==> src/rtl/e2q_pkg.sv <==
// Shared types, constants and the arctangent table for the Euler-to-quaternion block.
package e2q_pkg;

  localparam int ANGLE_WIDTH   = 16;
  localparam int CORDIC_STAGES = 14;
  localparam int CW            = 34;  // CORDIC datapath width, 30 fraction bits
  localparam int SCW           = 18;  // rounded sine / cosine, Q2.15
  localparam int PW            = 2 * SCW;
  localparam int TW            = PW + SCW;
  localparam int SHW           = $clog2(CORDIC_STAGES);
  localparam int QW            = 16;

  typedef logic signed [CW-1:0]  cval_t;
  typedef logic signed [SCW-1:0] sc_t;
  typedef logic [SHW-1:0]        shift_t;

  localparam cval_t PI_FIX      = 34'sd3373259426;
  localparam cval_t HALF_PI_FIX = 34'sd1686629713;
  localparam cval_t CORDIC_GAIN = 34'sd652032874;
  localparam logic signed [QW-1:0] Q_ONE = 16'sd16384;

  localparam cval_t ATAN_TAB [30] = '{
    34'sh3243F6A8, 34'sh1DAC6705, 34'sh0FADBAFC, 34'sh07F56EA6, 34'sh03FEAB76,
    34'sh01FFD55B, 34'sh00FFFAAA, 34'sh007FFF55, 34'sh003FFFEA, 34'sh001FFFFD,
    34'sh000FFFFF, 34'sh0007FFFF, 34'sh0003FFFF, 34'sh0001FFFF, 34'sh0000FFFF,
    34'sh00007FFF, 34'sh00003FFF, 34'sh00001FFF, 34'sh00000FFF, 34'sh000007FF,
    34'sh000003FF, 34'sh000001FF, 34'sh000000FF, 34'sh0000007F, 34'sh0000003F,
    34'sh0000001F, 34'sh0000000F, 34'sh00000008, 34'sh00000004, 34'sh00000002
  };

  typedef struct packed {
    cval_t x;
    cval_t y;
    cval_t z;
    logic  neg_cos;
  } lane_t;

  typedef struct packed {
    lane_t [2:0] lane;  // 0: a, 1: b, 2: g
    logic        last;
  } cword_t;

endpackage

==> src/rtl/e2q_cell.sv <==
// One CORDIC rotation step for all three angles, with its own pipeline register.
module e2q_cell (
  input  logic            clk,
  input  logic            rst,
  input  e2q_pkg::shift_t shift,
  input  e2q_pkg::cval_t  atan,
  input  logic            in_valid,
  output logic            in_ready,
  input  e2q_pkg::cword_t in_word,
  output logic            out_valid,
  input  logic            out_ready,
  output e2q_pkg::cword_t out_word
);
  import e2q_pkg::*;

  cword_t word_next;

  always_comb begin
    word_next = in_word;
    for (int k = 0; k < 3; k++) begin
      if (!in_word.lane[k].z[CW-1]) begin
        word_next.lane[k].x = in_word.lane[k].x - (in_word.lane[k].y >>> shift);
        word_next.lane[k].y = in_word.lane[k].y + (in_word.lane[k].x >>> shift);
        word_next.lane[k].z = in_word.lane[k].z - atan;
      end else begin
        word_next.lane[k].x = in_word.lane[k].x + (in_word.lane[k].y >>> shift);
        word_next.lane[k].y = in_word.lane[k].y - (in_word.lane[k].x >>> shift);
        word_next.lane[k].z = in_word.lane[k].z + atan;
      end
    end
  end

  assign in_ready = !out_valid || out_ready;

  always_ff @(posedge clk) begin
    if (rst) begin
      out_valid <= 1'b0;
    end else if (in_ready) begin
      out_valid <= in_valid;
    end
  end

  always_ff @(posedge clk) begin
    if (in_ready && in_valid) begin
      out_word <= word_next;
    end
  end

endmodule

==> config.mk <==
export PLATFORM = sky130hd
export DESIGN_NAME = e2q_cell
export DESIGN_NICKNAME = d
export VERILOG_FILES = /design/src/rtl/e2q_pkg.sv /design/src/rtl/e2q_cell.sv
export SDC_FILE = /design/constraint.sdc
export NUM_CORES = 2
export LEC_CHECK = 0
export ABC_AREA = 0
export BUFFER_PORTS_ARGS = -buffer_cell sky130_fd_sc_hd__buf_2
export CAP_MARGIN = 10
export CORE_AREA = 2 2 259 261
export CTS_BUF_LIST = sky130_fd_sc_hd__clkbuf_4 sky130_fd_sc_hd__clkbuf_8
export CTS_CLUSTER_DIAMETER = 30
export CTS_CLUSTER_SIZE = 14
export DETAILED_ROUTE_END_ITERATION = 7
export DIE_AREA = 0 0 261 263
export PLACE_DENSITY = 0.85
export SETUP_SLACK_MARGIN = 0.3
export SLEW_MARGIN = 20
export SYNTH_ARGS = -nofsm -noshare
export SYNTH_HDL_FRONTEND = slang
export SYNTH_SLANG_ARGS = --single-unit
==> constraint.sdc <==
create_clock -name clk -period 20.5 [get_ports clk]
set_input_delay 1.025 -clock clk [delete_from_list [all_inputs] [get_ports clk]]
set_output_delay 1.025 -clock clk [all_outputs]
set_load 0.02 [all_outputs]
### Word level (Yosys, flattened, before mapping)

Index checks and enable logic that the tools add are counted.

* output and inout bits: 312
* flip-flop bits (word level): 311
* logic and storage cells: 44
* input port bits: 352

* reductions and logical operators: 3
* add/subtract/negate cells: 18
* muxes and demuxes: 3
* shift-type cells: 6

Operator list (number)
* adder 34 bit: 9
* 2-to-1 mux 102 bit: 3
* subtractor 34 bit: 9
* >>> shifter 34 x 4 -> 34 bit: 6
* logical AND 1 bit: 1
* logical NOT 1 bit: 1
* logical OR 1 bit: 1

### Depth between registers and ports, before layout

* depth after elaboration: 3
* gate-level depth with buffers: 30
* gate-level depth less buffers: 22

### Worst setup path after synthesis

OpenSTA, ideal clock, no wires.

* path type: input port to flip-flop
* from: in out_ready
* to: reg out_word[0] in the netlist's numbering, enable pin
* stages: 2
* required time: 19.790 ns
* library setup time: 0.710 ns
* data arrival time: 8.347 ns
* slack: 11.443 ns
* path buffers: 0
* cells stage by stage: nand2b_1 > and2_1

* cells in the longest elaborated chain, start to end: 2

Ends and longest elaborated chain
* from (decl): RTL line e2q_cell.sv:11 `input logic out_ready,`
* logical OR 1 bit: RTL line e2q_cell.sv:33 `assign in_ready = !out_valid || out_ready;`
* logical AND 1 bit: RTL line e2q_cell.sv:44 `if (in_ready && in_valid) begin`
* to (signal assigned): RTL line e2q_cell.sv:45 `out_word <= word_next;`
* to (decl): RTL line e2q_cell.sv:12 `output e2q_pkg::cword_t out_word`

Every way passes these cells.
A chain may end at the register's enable or synchronous reset.

==> metrics.md <==
| Metric | Value |
|---|---|
| Status | complete, no violations |
| Crit path buf inv count | 3 |
| Antenna Nets Post-Route | 0 |
| Worst-Skew Late Latency | 0.73 ns |
| PD cells | 81.6 nW/µm² |
| # clock sinks | 311 |
| Clock Tree Buf Depth | 3 |
| Clock power frac | 0.225 |
| Worst slack, placed | about 12 ns |
| Gate count of the mapped netlist | approximately 4,400 |
| Total routed wirelength | 147,000 µm |
| Leading area contributor after synthesis | edfxtp_1 |
| Max Cap Viol | 0 |
| Busiest layer in global routing | met2 |
| R2r setup slk | 17.48 ns |
| GRT overflow | 0 |
| Layout Skew | about 0.037 ns |
| Worst-margin pin slew | around 1.1 ns |
| F_max | 0.123 GHz |
| CP Max Fanout | between 80 and 90 |
| Crit end category | flip-flop |
| Final core occ | 0.691 |
| Hold Vio Cnt, Final | 0 |
| Post-placement cell area | 43,600 µm² |
| Root Buffer Master | clkbuf_8 |
| Die width | 261 µm |
| Flops & latches, synth | just over 300 |
| Global Route Usage Sum | 0.412 |
| CP top delay family | buffers and inverters |
| Vias in the first global route | 37,600 |
| Post-layout minimum cycle time | 8.13 ns |
| Main synth FF type | edfxtp_1 |
| Tcrit/Tclk final | 0.397 |
| Worst Hold Class | in2reg |
| Most frequent cell after synthesis | a21oi_1 |
| Psw | 1.58 mW |
| Vias | a little under 40,000 |
| Cts hold-fix bufs | 0 |
| Initial antenna violation count | 56 |
| Post-synth EDFFs | 310 |
| Layout Nets | about 5,600 |
| RSZ-0062 raised after global routing | false |
| Overall power | 3.70 mW |
| Synthesized cell area | 40,000 µm² |
| Via density per instance | 6.72 |
| Critical Path Start Type | primary input |
| Hpwl dp | between 100,000 and 150,000 µm |
| First-pass GRT wire length | 219,000 µm |
| Clock buffer count from CTS | 77 |
| Comb power frac | 0.514 |
| WP data arrival | 8.57 ns |
| Core box area | 65,600 µm² |
| Initial core utilization | 0.610 |
| Pin count of the biggest net entering global routing | about 130 |
| Commonest cells in the netlist | a21oi_1 (416), nor2_1 (406), nand2_1 (333) |
| Layout cells sized above 1 | 0.226 |
| Met3 GRT Util | 0.109 |
| Layout Cells excl Fill | 5,919 |
| Worst-path clk slew | 0.06 ns |
| Synth Net Count | ~5,000 |
| CTS tree | built |
| Setup violators final | 0 |
| CP Class | in2reg |
| Worst path slowest cell | o41ai_1 |
| Wire per inst | around 25 µm |
| Post-CTS Setup Repair Bufs | 0 |
| Post-synthesis sequential area ratio | 0.233 |
| Internal | 2.12 mW |
| Detailed Route Iter0 Violations | between 5,000 and 6,000 |
| Switching Fraction | 0.426 |
| Synth warnings | 0 |
| CTS resizes | 0 |
| # rows | 94 |
| IO Port Bufs | 663 |
| Gpl congestion | approximately 1 |
| Met2 Use GR | 0.641 |
| Minimum hold slack | 0.499 ns |
| Leak Pwr | 19.0 nW |
| Yosys cell types | 102 |
| Placed cells | 5,731 |
| DR DRC count | 0 |
| Synth top area share | 0.233 |
| Met1 GRT Util | 0.494 |
| Peak VDD IR | 0.0660 mV |
| H-tree levels | 3 |
| Sequential group share of total power | 0.261 |
| Synth-to-Final Area Change | 13.3% |
| Die Y | 263 µm |
| Fin worst setup slack | 12.37 ns |
| Worst rel slew slack | 0.268 |
| Final instance area | 45,400 µm² |
| Die ar. | between 60,000 and 70,000 µm² |
| Avg Inst Size Synth | 9.12 µm² |
| CP required | 20.94 ns |
| Top Ports | roughly 660 |
| CP cell instances | buf_8 > buf_4 > buf_4 > mux4_2 > mux4_2 > nor4_2 > and3_1 > nor2_1 > xnor2_1 > ha_1 > nand2_1 > or3b_2 > o211ai_1 > a21bo_2 > nand3_1 > and3_1 > o41ai_1 > a311o_1 > a21oi_1 > xnor2_1 |
| Synth top area cells | edfxtp_1 (23%), ha_1 (9.5%), mux4_2 (9.2%) |
| Pre-antenna DRT Iters | 8 |
| Ys async rst share | 0 |
| Setup TNS | 0 ns |
| Final Max Tran Viols | 0 |
| CP peak stage delay | between 0.8 and 0.9 ns |
worst register-to-register path, stage by stage (launching register included):
cell and delay, ns:
dfxtp_1 0.31, nand2b_1 0.13, and2_4 0.62, buf_12 0.56, buf_4 0.99
sequential cells by signal (all words and copies together), names as in the netlist:
| name | count |
|---|---|
| out_word | 310 |
| out_valid | 1 |
cell families (layout without fill, tap and decap cells):
kind of cell / after synthesis / count (layout) / synth area share
buffers and inverters: 323 / 940 / 0.0385
AOI/OAI and AO/OA: 1264 / 1264 / 0.203
DFF: 311 / 311 / 0.233
xor gates and xnor gates: 549 / 549 / 0.120
and+or+nand+nor: 1235 / 1235 / 0.147
other: 0 / 47 / 0
muxes: 396 / 396 / 0.158
adders and majority gates: 313 / 313 / 0.0995
layer usage:
layer  wire length (µm)  vias up
li1                   -    17800
met1              52100    18500
met3              17800      667
met4              11500       22
met5                140        -
met2              65500     2745
cell usage in the layout, fill, tap and decap left out, drive strengths merged, types with 17 or more instances in the layout:
cell type,count
a211oi,53
a21o,117
a21oi,417
a221oi,18
a22o,20
a22oi,17
a31oi,74
and2,62
and3,39
buf,689
clkbuf,83
clkinv,34
diode,47
edfxtp,310
ha,304
inv,117
mux2,87
mux2i,132
mux4,177
nand2,333
nand2b,51
nand3,78
nand4,22
nor2,407
nor2b,52
nor3,59
nor3b,19
o211ai,33
o21a,72
o21ai,206
o21bai,38
o22ai,28
or3,29
xnor2,314
xor2,235
power groups by stage:
stage / registers [mW] / clock network, mW / logic [mW]
after floorplan: 1.16 / 0 / 1.15
after global placement: 0.975 / 0 / 1.82
after detailed placement: 0.977 / 0 / 1.85
after CTS: 0.967 / 0.841 / 1.86
after global routing: 0.977 / 0.871 / 2.04
final: 0.967 / 0.833 / 1.90
final cells by class:
cell class / count / area (µm²)
inverter: 110 / 415
clock inverter: 58 / 582
sequential: 311 / 9330
multi-input combinational: 3757 / 29200
clock buffer: 83 / 1100
timing repair buffer: 689 / 3570
fill: 5281 / 20300
antenna: 47 / 118
tap: 864 / 1080
path summary, 6_finish.rpt:
check,start,endpoint,cells past startpoint
worst max-delay path,shift[1],out_word[102],20
worst min-delay path,rst,out_valid,2
worst max register to register,out_valid,out_word[95],4
worst min register to register,out_valid,out_valid,2
Note: power is estimated with default switching activity, not from simulation.
